<file path="config.mk">
export PLATFORM = sky130hd
export DESIGN_NAME = ircf_ram
export DESIGN_NICKNAME = d
export VERILOG_FILES = /design/src/hdl/ircf_ram.sv
export SDC_FILE = /design/constraint.sdc
export NUM_CORES = 1
export LEC_CHECK = 0
export BUFFER_PORTS_ARGS = -buffer_cell sky130_fd_sc_hd__buf_2
export CORE_ASPECT_RATIO = 0.9
export CORE_MARGIN = 3
export CORE_UTILIZATION = 55
export DETAILED_ROUTE_END_ITERATION = 12
export GPL_ROUTABILITY_DRIVEN = 0
export GPL_TIMING_DRIVEN = 0
export PLACE_DENSITY = 0.73
export SKIP_CTS_REPAIR_TIMING = 1
export SYNTH_ARGS = -nofsm -noshare
export SYNTH_HDL_FRONTEND = slang
export SYNTH_SLANG_ARGS = --single-unit
</file>
<file path="constraint.sdc">
create_clock -name clk -period 2.1 [get_ports clk]
set_clock_uncertainty 0.1 [all_clocks]
set_input_delay 0.21 -clock clk [delete_from_list [all_inputs] [get_ports clk]]
set_output_delay 0.21 -clock clk [all_outputs]
set_load 0.03 [all_outputs]
</file>
<file path="src/hdl/ircf_ram.sv">
// Generic single-write, single-read RAM with registered read data.
`timescale 1ns / 1ps
`default_nettype none

module ircf_ram #(
  parameter int WIDTH = 8,
  parameter int DEPTH = 16
) (
  input  logic                     clk,
  input  logic                     we,
  input  logic [$clog2(DEPTH)-1:0] waddr,
  input  logic [WIDTH-1:0]         wdata,
  input  logic [$clog2(DEPTH)-1:0] raddr,
  output logic [WIDTH-1:0]         rdata
);

  logic [WIDTH-1:0] mem [DEPTH];

  // Write port and registered read port.
  always_ff @(posedge clk) begin
    if (we) begin
      mem[waddr] <= wdata;
    end
    rdata <= mem[raddr];
  end

endmodule

`default_nettype wire

</file>
==> impl_metrics.py <==
metrics = {
    "outcome": {
        "status": "complete, no violations",
    },
    "power": {
        "p_per_area_nw_per_um2": 1040,
        "totalPowerFinal_mw": 6.28,
        "leakagePower_nw": 2.03,
        "ir_drop_mv": 0.801,
    },
    "flow_run": {
        "cap_violations": 0,
    },
    "floorplanning": {
        "num_rows": 32,
        "coreArea_um2": 8850,
        "die_w_um": 108,
        "die_h_um": 97.8,
        "die_area_um2": 10600,
        "floorplan.io_pins": 26,
        "start_util": 0.582,
    },
    "yosys": {
        "synth_top_area_frac": 0.747,
        "ys_types": 19,
        "syn_area_um2": 5150,
        "syn_nets": 247,
        "synth-edff-count": 128,
        "synthTopCellsByCount": "128 x edfxtp_1, 18 x mux4_2, 16 x a22oi_1, 14 x mux4_1, 13 x nor2_1",
        "synthTopCellsByArea": "edfxtp_1 75%, mux4_2 7.9%, mux4_1 7.1%, dfxtp_1 3.1%, a22oi_1 2.3%",
        "synth_seq_cells": 136,
        "ys.flop_type": "edfxtp_1",
        "yosysTopAreaCell": "edfxtp_1",
        "yosysWarnings": 0,
        "yosysMostFrequentCell": "edfxtp_1",
        "avgSynthCellArea_um2": 22.5,
        "async_reset_ff_frac": 0,
        "seq_area_frac_synth": 0.778,
        "synth_cells": 229,
    },
    "worst_setup_path": {
        "critPathMaxStageDelay_ps": 980,
        "r2r_setup_slack_ps": 640,
        "required_ps": 2120,
        "end_kind": "flop",
        "crit_chain": "buf_2 -> or3b_2 -> nor3_1",
        "worstPathArrival_ps": 1840,
        "crit_path_start_kind": "primary input",
        "critPathSlowestCell": "nor3_1",
        "path_class": "in -> reg",
        "crit_path_max_fanout": 8,
    },
    "clock_network": {
        "cts.sinks": 136,
        "h-tree-depth": 4,
        "cts_tree": "yes",
        "cts_buffers": 17,
        "root_buffer": "clkbuf_8",
        "clk_latency_ps": 510,
        "cts_buffer_depth": 2,
        "clk_pin_slew_ps": 60,
    },
    "final_layout": {
        "n_antenna_cell": 0,
        "post-route-util": 0.680,
        "design_area_um2": 6020,
        "area_growth_pct": 16.9,
        "drive_gt1_frac": 0.290,
        "final_nets": 291,
    },
    "sta": {
        "max_freq_ghz": 0.550,
        "period_share": 0.865,
        "finalSetupViolations": 0,
        "hold_violations": 0,
        "final.min_clock_period_ps": 1820,
        "tns_ps": 0,
        "slew_headroom": 0.124,
        "slew_viol_final": 0,
        "rsz0062_at_grt": "no",
        "worst_pin_slew_ps": 1300,
    },
    "global_routing": {
        "busiest_layer": "met2",
        "grt_pass1_wl_um": 14900,
        "grt_max_degree": 17,
        "overflow": 0,
        "grt_use_met3": 0.0436,
        "antenna_found_initial": 0,
        "grt_pass1_vias": 2460,
        "use_met2": 0.308,
        "track_usage": 0.203,
        "use_met1": 0.298,
    },
    "placement": {
        "postPlaceCellArea_um2": 5420,
        "post-dp-hpwl_um": 5940,
        "io_buffers": 24,
    },
    "drt": {
        "viasPerCell": 5.92,
        "wirelength_um": 9650,
        "route.detailed.wl_per_inst_um": 23.8,
        "ant_nets": 0,
        "num_vias": 2397,
        "drt_iter0_markers": 230,
        "drc_errors": 0,
        "drtPass1Iterations": 4,
    },
    "worst_hold_path": {
        "hp-class": "in -> reg",
    },
}
layout make-up:
type,instances,area (µm²)
clock buffers,18,418
well taps,119,149
plain buffers,10,86.3
repair buffers,25,130
clock inverters,14,173
fillers,547,2830
multi-input cells,83,1060
flip-flops and latches,136,4000
cell usage in the layout (no fill, tap or decap), drive strengths merged:
cell type / count
clkbuf: 18
a22oi: 16
clkinv: 8
nand2: 9
nand3b: 2
bufinv: 3
dlygate4sd3: 1
or3b: 1
nor2: 13
edfxtp: 128
clkdlybuf4s25: 3
buf: 31
and2b: 1
nand2b: 2
inv: 2
clkinvlp: 1
nor2b: 1
nand3: 1
and2: 1
nor3: 4
dfxtp: 8
mux4: 32
state kept, by name, indices dropped and copies added, names as in the netlist:
signal  count
mem       128
rdata       8
per-stage QoR:
| stage | hold WS, ps | instances | setup WS, ps |
|---|---|---|---|
| 2_1_floorplan | 209 | 229 | 297 |
| 3_3_place_gp | 513 | 372 | -247 |
| 3_5_place_dp | 526 | 372 | -294 |
| 6_report | 4.52 | 405 | 283 |
| 4_1_cts | -29.6 | 404 | 252 |
| 5_1_grt | 4.78 | 405 | 163 |
path summary, 6_finish.rpt:
kind | from | end | cells past startpoint
worst min-delay path | wdata[6] | mem[5][6] | 1
worst max-delay path | waddr[2] | mem[0][6] | 3
worst min register to register | mem[11][5] | rdata[5] | 3
worst max register to register | mem[5][1] | rdata[1] | 3
layer usage:
layer	vias to the layer above	share of wire
met5	-	0
li1	1062	-
met3	9	0.11
met1	1213	0.40
met2	113	0.48
met4	0	0.010
worst max-delay path: cells and delay by family:
family                 cells  cell delay, ps
buffers and inverters      1             120
AND/OR/NAND/NOR            2            1510
power by group:
part	internal, mW	switching, mW
combinational	0.122	0.198
sequential	3.04	0.0137
clock	1.81	1.10
total	4.97	1.31
cells by family after synthesis:
family,count (synthesis),synth area share
AND/OR/NAND/NOR,35,0.0318
flip-flops,136,0.778
AO/OA/AOI/OAI,16,0.0233
multiplexers,32,0.150
buffers and inverters,10,0.0168
No activity file was read; power rests on OpenSTA's default activity.
