`config.mk`:
```
export PLATFORM = sky130hd
export DESIGN_NAME = ircf_arith
export DESIGN_NICKNAME = d
export VERILOG_FILES = /design/src/hdl/ircf_pkg.sv /design/src/hdl/ircf_arith.sv
export SDC_FILE = /design/constraint.sdc
export NUM_CORES = 1
export LEC_CHECK = 0
export BUFFER_PORTS_ARGS = -buffer_cell sky130_fd_sc_hd__buf_2
export CAP_MARGIN = 20
export CORE_MARGIN = 4
export CORE_UTILIZATION = 25
export CTS_CLUSTER_SIZE = 30
export DETAILED_ROUTE_END_ITERATION = 8
export PLACE_DENSITY = 0.39
export SYNTH_ARGS = -nofsm -noshare
export SYNTH_HDL_FRONTEND = slang
export SYNTH_SLANG_ARGS = --single-unit
```
`constraint.sdc`:
```
create_clock -name clk -period 14.2 [get_ports clk]
set_input_delay 3.55 -clock clk [delete_from_list [all_inputs] [get_ports clk]]
set_output_delay 3.55 -clock clk [all_outputs]
set_load 0.1 [all_outputs]
```
`src/hdl/ircf_pkg.sv`:
```
// Shared constants, types and helpers of the IR constant folder.
`timescale 1ns / 1ps
`default_nettype none

package ircf_pkg;

  // Temp store geometry.
  localparam int TEMP_COUNT = 1024;
  localparam int TEMP_W     = $clog2(TEMP_COUNT);

  // Field widths of an instruction item.
  localparam int INDEX_W = 11;
  localparam int DATA_W  = 64;
  localparam int ITER_W  = $clog2(DATA_W);

  // Each store entry carries an epoch tag next to its value; a temp is known
  // when its tag matches the current epoch.
  localparam int EPOCH_W = 8;
  localparam int ENTRY_W = EPOCH_W + DATA_W;

  typedef enum logic [3:0] {
    OP_CONST = 4'd0,
    OP_ADD   = 4'd1,
    OP_SUB   = 4'd2,
    OP_MUL   = 4'd3,
    OP_DIV   = 4'd4,
    OP_MOD   = 4'd5,
    OP_LT    = 4'd6,
    OP_GT    = 4'd7,
    OP_LE    = 4'd8,
    OP_GE    = 4'd9,
    OP_EQ    = 4'd10,
    OP_NE    = 4'd11,
    OP_AND   = 4'd12,
    OP_OR    = 4'd13,
    OP_NEG   = 4'd14,
    OP_OTHER = 4'd15
  } opcode_t;

  // Request from the sequencer to the arithmetic unit.
  typedef struct packed {
    logic    start;
    opcode_t op;
  } arith_req_t;

  // Status from the arithmetic unit back to the sequencer.
  typedef struct packed {
    logic done;
    logic ok;
  } arith_rsp_t;

  // A temp index is usable when it is non-negative and below the store depth.
  function automatic logic index_ok(logic signed [INDEX_W-1:0] t);
    return (t >= 0) && (int'(t) < TEMP_COUNT);
  endfunction

endpackage

`default_nettype wire

```
`src/hdl/ircf_arith.sv`:
```
// Iterative 64-bit arithmetic unit built around one shared adder/subtractor.
`timescale 1ns / 1ps
`default_nettype none

module ircf_arith import ircf_pkg::*; (
  input  logic              clk,
  input  logic              rst,
  input  arith_req_t        req,
  input  logic [DATA_W-1:0] a,
  input  logic [DATA_W-1:0] b,
  output arith_rsp_t        rsp,
  output logic [DATA_W-1:0] result
);

  typedef enum logic [2:0] {
    U_IDLE,
    U_NEG_A,
    U_NEG_B,
    U_DIV,
    U_FIX,
    U_MUL
  } ustate_t;

  ustate_t           state;
  opcode_t           op_r;
  logic [DATA_W-1:0] acc;
  logic [DATA_W-1:0] mreg;
  logic [DATA_W-1:0] qreg;
  logic [ITER_W-1:0] count;
  logic              a_neg;
  logic              b_neg;

  logic [DATA_W-1:0] add_x;
  logic [DATA_W-1:0] add_y;
  logic              add_sub;
  logic [DATA_W:0]   sum;
  logic [DATA_W-1:0] diff;
  logic              ovf;
  logic              lt;
  logic              eq;
  logic              last;

  // Operand selection for the shared adder, by phase.
  always_comb begin
    add_x   = a;
    add_y   = b;
    add_sub = 1'b1;
    case (state)
      U_IDLE: begin
        if (req.op == OP_ADD) begin
          add_sub = 1'b0;
        end else if (req.op == OP_NEG) begin
          add_x = '0;
          add_y = a;
        end
      end
      U_NEG_A: begin
        add_x = '0;
        add_y = qreg;
      end
      U_NEG_B: begin
        add_x = '0;
        add_y = mreg;
      end
      U_DIV: begin
        add_x = {acc[DATA_W-2:0], qreg[DATA_W-1]};
        add_y = mreg;
      end
      U_FIX: begin
        add_x = '0;
        add_y = (op_r == OP_DIV) ? qreg : acc;
      end
      U_MUL: begin
        add_x   = acc;
        add_y   = mreg;
        add_sub = 1'b0;
      end
      default: begin
        add_sub = 1'b1;
      end
    endcase
  end

  // The shared adder; the carry out means no borrow when subtracting.
  assign sum = {1'b0, add_x} + {1'b0, (add_sub ? ~add_y : add_y)} + (DATA_W+1)'(add_sub);

  // Signed compare flags from the difference a - b.
  assign diff = sum[DATA_W-1:0];
  assign ovf  = (a[DATA_W-1] != b[DATA_W-1]) && (diff[DATA_W-1] != a[DATA_W-1]);
  assign lt   = diff[DATA_W-1] ^ ovf;
  assign eq   = (a == b);
  assign last = (count == ITER_W'(DATA_W - 1));

  // Sequencer of the unit: ops without a loop finish straight from idle, multiply and
  // divide iterate one bit per cycle.
  always_ff @(posedge clk) begin
    if (rst) begin
      state    <= U_IDLE;
      rsp.done <= 1'b0;
      rsp.ok   <= 1'b0;
    end else begin
      case (state)
        U_IDLE: begin
          if (req.start) begin
            op_r <= req.op;
            case (req.op)
              OP_ADD, OP_SUB, OP_NEG: begin
                result   <= diff;
                rsp.ok   <= 1'b1;
                rsp.done <= 1'b1;
              end
              OP_LT, OP_GT, OP_LE, OP_GE, OP_EQ, OP_NE, OP_AND, OP_OR: begin
                rsp.ok   <= 1'b1;
                rsp.done <= 1'b1;
                case (req.op)
                  OP_LT:   result <= DATA_W'(lt);
                  OP_GT:   result <= DATA_W'(!lt && !eq);
                  OP_LE:   result <= DATA_W'(lt || eq);
                  OP_GE:   result <= DATA_W'(!lt);
                  OP_EQ:   result <= DATA_W'(eq);
                  OP_NE:   result <= DATA_W'(!eq);
                  OP_AND:  result <= DATA_W'((a != '0) && (b != '0));
                  default: result <= DATA_W'((a != '0) || (b != '0));
                endcase
              end
              OP_MUL: begin
                acc      <= '0;
                mreg     <= a;
                qreg     <= b;
                count    <= '0;
                rsp.done <= 1'b0;
                state    <= U_MUL;
              end
              OP_DIV, OP_MOD: begin
                if (b == '0) begin
                  // Division by zero does not fold.
                  result   <= '0;
                  rsp.ok   <= 1'b0;
                  rsp.done <= 1'b1;
                end else begin
                  qreg     <= a;
                  mreg     <= b;
                  a_neg    <= a[DATA_W-1];
                  b_neg    <= b[DATA_W-1];
                  rsp.done <= 1'b0;
                  state    <= U_NEG_A;
                end
              end
              default: begin
                result   <= '0;
                rsp.ok   <= 1'b0;
                rsp.done <= 1'b1;
              end
            endcase
          end else begin
            rsp.done <= 1'b0;
          end
        end
        U_MUL: begin
          // Shift-add: add the shifted multiplicand for each set multiplier bit.
          if (qreg[0]) begin
            acc <= sum[DATA_W-1:0];
          end
          mreg  <= {mreg[DATA_W-2:0], 1'b0};
          qreg  <= {1'b0, qreg[DATA_W-1:1]};
          count <= count + ITER_W'(1);
          if (last) begin
            result   <= qreg[0] ? sum[DATA_W-1:0] : acc;
            rsp.ok   <= 1'b1;
            rsp.done <= 1'b1;
            state    <= U_IDLE;
          end else begin
            rsp.done <= 1'b0;
          end
        end
        U_NEG_A: begin
          // Dividend magnitude.
          if (a_neg) begin
            qreg <= sum[DATA_W-1:0];
          end
          rsp.done <= 1'b0;
          state    <= U_NEG_B;
        end
        U_NEG_B: begin
          // Divisor magnitude; the minimum value maps to 2^63 unsigned.
          if (b_neg) begin
            mreg <= sum[DATA_W-1:0];
          end
          acc      <= '0;
          count    <= '0;
          rsp.done <= 1'b0;
          state    <= U_DIV;
        end
        U_DIV: begin
          // Restoring divide: one quotient bit per cycle.
          if (sum[DATA_W]) begin
            acc <= sum[DATA_W-1:0];
          end else begin
            acc <= {acc[DATA_W-2:0], qreg[DATA_W-1]};
          end
          qreg     <= {qreg[DATA_W-2:0], sum[DATA_W]};
          count    <= count + ITER_W'(1);
          rsp.done <= 1'b0;
          if (last) begin
            state <= U_FIX;
          end
        end
        U_FIX: begin
          // Quotient is negative when signs differ; remainder follows the dividend.
          if (op_r == OP_DIV) begin
            result <= (a_neg ^ b_neg) ? sum[DATA_W-1:0] : qreg;
          end else begin
            result <= a_neg ? sum[DATA_W-1:0] : acc;
          end
          rsp.ok   <= 1'b1;
          rsp.done <= 1'b1;
          state    <= U_IDLE;
        end
        default: begin
          rsp.done <= 1'b0;
          state    <= U_IDLE;
        end
      endcase
    end
  end

  // A completion lasts exactly one cycle.
  a_done_pulse: assert property (@(posedge clk) disable iff (rst)
    rsp.done |=> !rsp.done)
    else $error("arith unit done held for more than one cycle");

  // A new request only arrives while the unit is free.
  a_start_idle: assert property (@(posedge clk) disable iff (rst)
    req.start |-> state == U_IDLE)
    else $error("arith unit started while busy");

  // A divide or modulo by zero reports no fold.
  a_div_zero: assert property (@(posedge clk) disable iff (rst)
    (state == U_IDLE && req.start && (req.op == OP_DIV || req.op == OP_MOD) && b == '0)
      |=> rsp.done && !rsp.ok)
    else $error("divide by zero reported as folded");

endmodule

`default_nettype wire

```
==> summary.md <==
| Metric | Value |
|---|---|
| Die width | around 320 um |
| Ys flop type | edfxtp_1 |
| Clock Tree Buf Depth | 3 |
| ANT nets after route | 0 |
| Layout cell share with drive strength beyond 1 | 12.6% |
| Worst setup path class | input pin to register |
| Vias per std cell | slightly above 6 |
| # Max-Cap Violations | 0 |
| Starting Density | between 20% and 30% |
| Port Buffers | 200 |
| Synth top area share | 32.1% |
| Area of the mapped netlist | between 0.02 and 0.03 mm^2 |
| Period minus WS final | 9650 ps |
| Worst-Margin Slew | between 1000 and 1500 ps |
| Largest area contributor in the netlist | edfxtp_1 |
| Commonest cells in the netlist | 654 x nand2_1, 338 x a21oi_1, 268 x edfxtp_1, 213 x clkbuf_1, 138 x nor2_1 |
| Vias in the first global route | roughly 27,000 |
| Worst R2R Path Depth | 18 |
| Syn_area_per_cell | approximately 8 um^2 |
| Critical Path RT | approximately 15,000 ps |
| Clk_lat worst skew | about 600 ps |
| Net count, final | approximately 3,300 |
| Cell count after synthesis | about 3,100 |
| Setup TNS | 0 ps |
| Post-DP HPWL | about 95,000 um |
| Top-count cell post-synth | nand2_1 |
| Synth-to-Final Area Change | 14.1% |
| Final slew viol count | 0 |
| Hold buffers post-CTS | 0 |
| Area of the multi-input gates | between 0.015 and 0.02 mm^2 |
| Area contributors post-synth | edfxtp_1 32%, nand2_1 9.8%, a21oi_1 6.7%, xnor2_1 4.6%, a221oi_1 3.6% |
| Largest net degree at the start of global routing | 78 |
| Clock root buffer | clkbuf_16 |
| Core area | ~0.099 mm^2 |
| Full die area | around 0.11 mm^2 |
| Nature of the critical path startpoint | input pin |
| Crit Path Max Fanout | 71 |
| Register area share after synthesis | around a third |
| Post-route clock period utilization | between 60% and 70% |
| Placer Congestion | around 0.93 |
| Unrepaired setup endpoints after global routing | no |
| Initial antenna violation count | 3 |
| Height of the die | approximately 320 um |
| Asr flop ratio synth | 0% |
| Yosys warning count | 0 |
| Fmax | a little over 100 MHz |
| Overall Global Routing Usage | 24.7% |
| EDFF count, synth | 268 |
| Mapped Nets | about 3,300 |
| R2R Path Start | state[0]$_SDFFE_PP0P_ |
| Final cell count without fillers | around 4,500 |
| Vias | 27,500 |
| Status | complete, but fails checks |
| Synth Register Bits | 273 |
| Post-CTS setup buffers | 0 |
| Reg-to-Reg End | acc[33]$_DFFE_PP_ |
| Failing checks | DRC |
| Clock transition at path regs | approximately 60 ps |
| Hold Crit Start | rsp[0]$_SDFFE_PP0P_ |
| Synth cell types | between 80 and 90 |
| Worst Setup End Kind | register |
| Hold Crit Class | register to register |
| Sink Count | between 200 and 300 |
| Relative slew slack | between 20% and 30% |
| Final hold vios | 0 |
| IO Count | roughly 200 |
| Sequential Area | slightly above 0.008 mm^2 |
| Hold WS | between 500 and 600 ps |
| N_diodes | 0 |
| TritonRoute pass-1 iters | 9 |
| Worst hold path depth | 2 |
| # DRC | 6 |
| Iteration-0 DRC Markers | about 3,700 |
| Final wirelength | ~140,000 um |
| CTS Buf Count | 40 |
| Inst Count DP | 4,385 |
| WHS Endpoint | rsp[0]$_SDFFE_PP0P_ |
| First-pass GRT wire length | ~200,000 um |
| Grt total ovfl | 0 |
| Cell Rows | ~120 |
| R2R setup slack | about 6300 ps |
| Setup Skew | between 30 and 40 ps |
| Post-CTS sizing | 0 |
| WL per Instance | just over 30 um |
| Arrival time at the worst endpoint | a little over 10,000 ps |
| # fillers | between 10,000 and 15,000 |
| CTS tree | done |
| Final setup violation count | 0 |
| H-tree lvl count | 2 |
sequential cells by signal (all words and copies together) (netlist names):
register,cells
count,6
mreg,64
rsp,2
state,3
acc,64
b_neg,1
qreg,64
result,64
a_neg,1
op_r,4
per-stage QoR:
stage	worst slack (ps)	area, um^2	utilization [%]
2_1_floorplan	4520	25100	-
3_3_place_gp	4080	27400	27.7
3_5_place_dp	3990	27400	27.7
4_1_cts	4640	28600	28.9
5_1_grt	4230	28600	28.9
6_report	4550	28600	28.9
routing by layer:
layer,routed length (um),GRT usage [%],share of wire [%],up-vias
met5,7,0,0.0051,-
met4,6030,9.88,4.4,2
met3,11900,3.77,8.7,276
met2,61100,38.9,45,1673
met1,58200,34.0,42,13600
li1,-,-,-,11900
how the worst max path moves through the flow:
stage / start / to / depth (start not counted) / slack, ps
after floorplan: b[62] / result[0]$_DFFE_PP_ / 7 / 4520
after global placement: req[0] / result[46]$_DFFE_PP_ / 18 / 4080
after detailed placement: req[0] / result[46]$_DFFE_PP_ / 18 / 3990
after CTS: req[0] / result[46]$_DFFE_PP_ / 18 / 4640
after global routing: req[0] / acc[33]$_DFFE_PP_ / 18 / 4230
final: req[0] / result[46]$_DFFE_PP_ / 18 / 4550
cell families (layout without fill, tap and decap cells):
logic type      count (synthesis)  after routing  share of synthesized area [%]
fa+ha+maj                      65             65                           3.27
mux                           104            104                           4.27
flops                         273            273                           32.5
xor+xnor                      197            197                           7.02
simple gates                 1004           1004                           17.1
buf+inv                       340            420                           5.20
compound gates               1109           1109                           30.6
cells in the final DEF (no fill, tap or decap), drive strengths merged, types with 82 or more instances in the layout:
master,instances
nand2,654
mux2i,82
inv,87
o21ai,145
a21oi,338
a221oi,102
nor2,138
o22ai,91
edfxtp,268
xnor2,136
buf,261
a222oi,88
area by class of cell:
class                      count  area share, %
multi-input combinational   2479           55.3
clock inverter                24          0.633
tap                         1287           5.62
sequential                   273           28.4
timing repair buffer         261           5.14
clock buffer                  48           3.67
inverter                      87           1.14
worst max-delay path, cell delays in order:
cell and delay [ps]:
buf_2 200, nand4b_1 310, nand2_1 170, nand2_4 610
buf_4 680, a221oi_1 220, xnor2_1 300, fa_1 290
a21oi_1 130, o21ai_0 410, a2111oi_4 170, o31ai_1 620
o21ai_1 360, o31ai_1 570, a21oi_1 160, xnor2_1 760
a22oi_1 210, o211ai_1 260
Power is not shown: default switching activity piles up to over one toggle a cycle in this logic, so the estimate is an artifact.
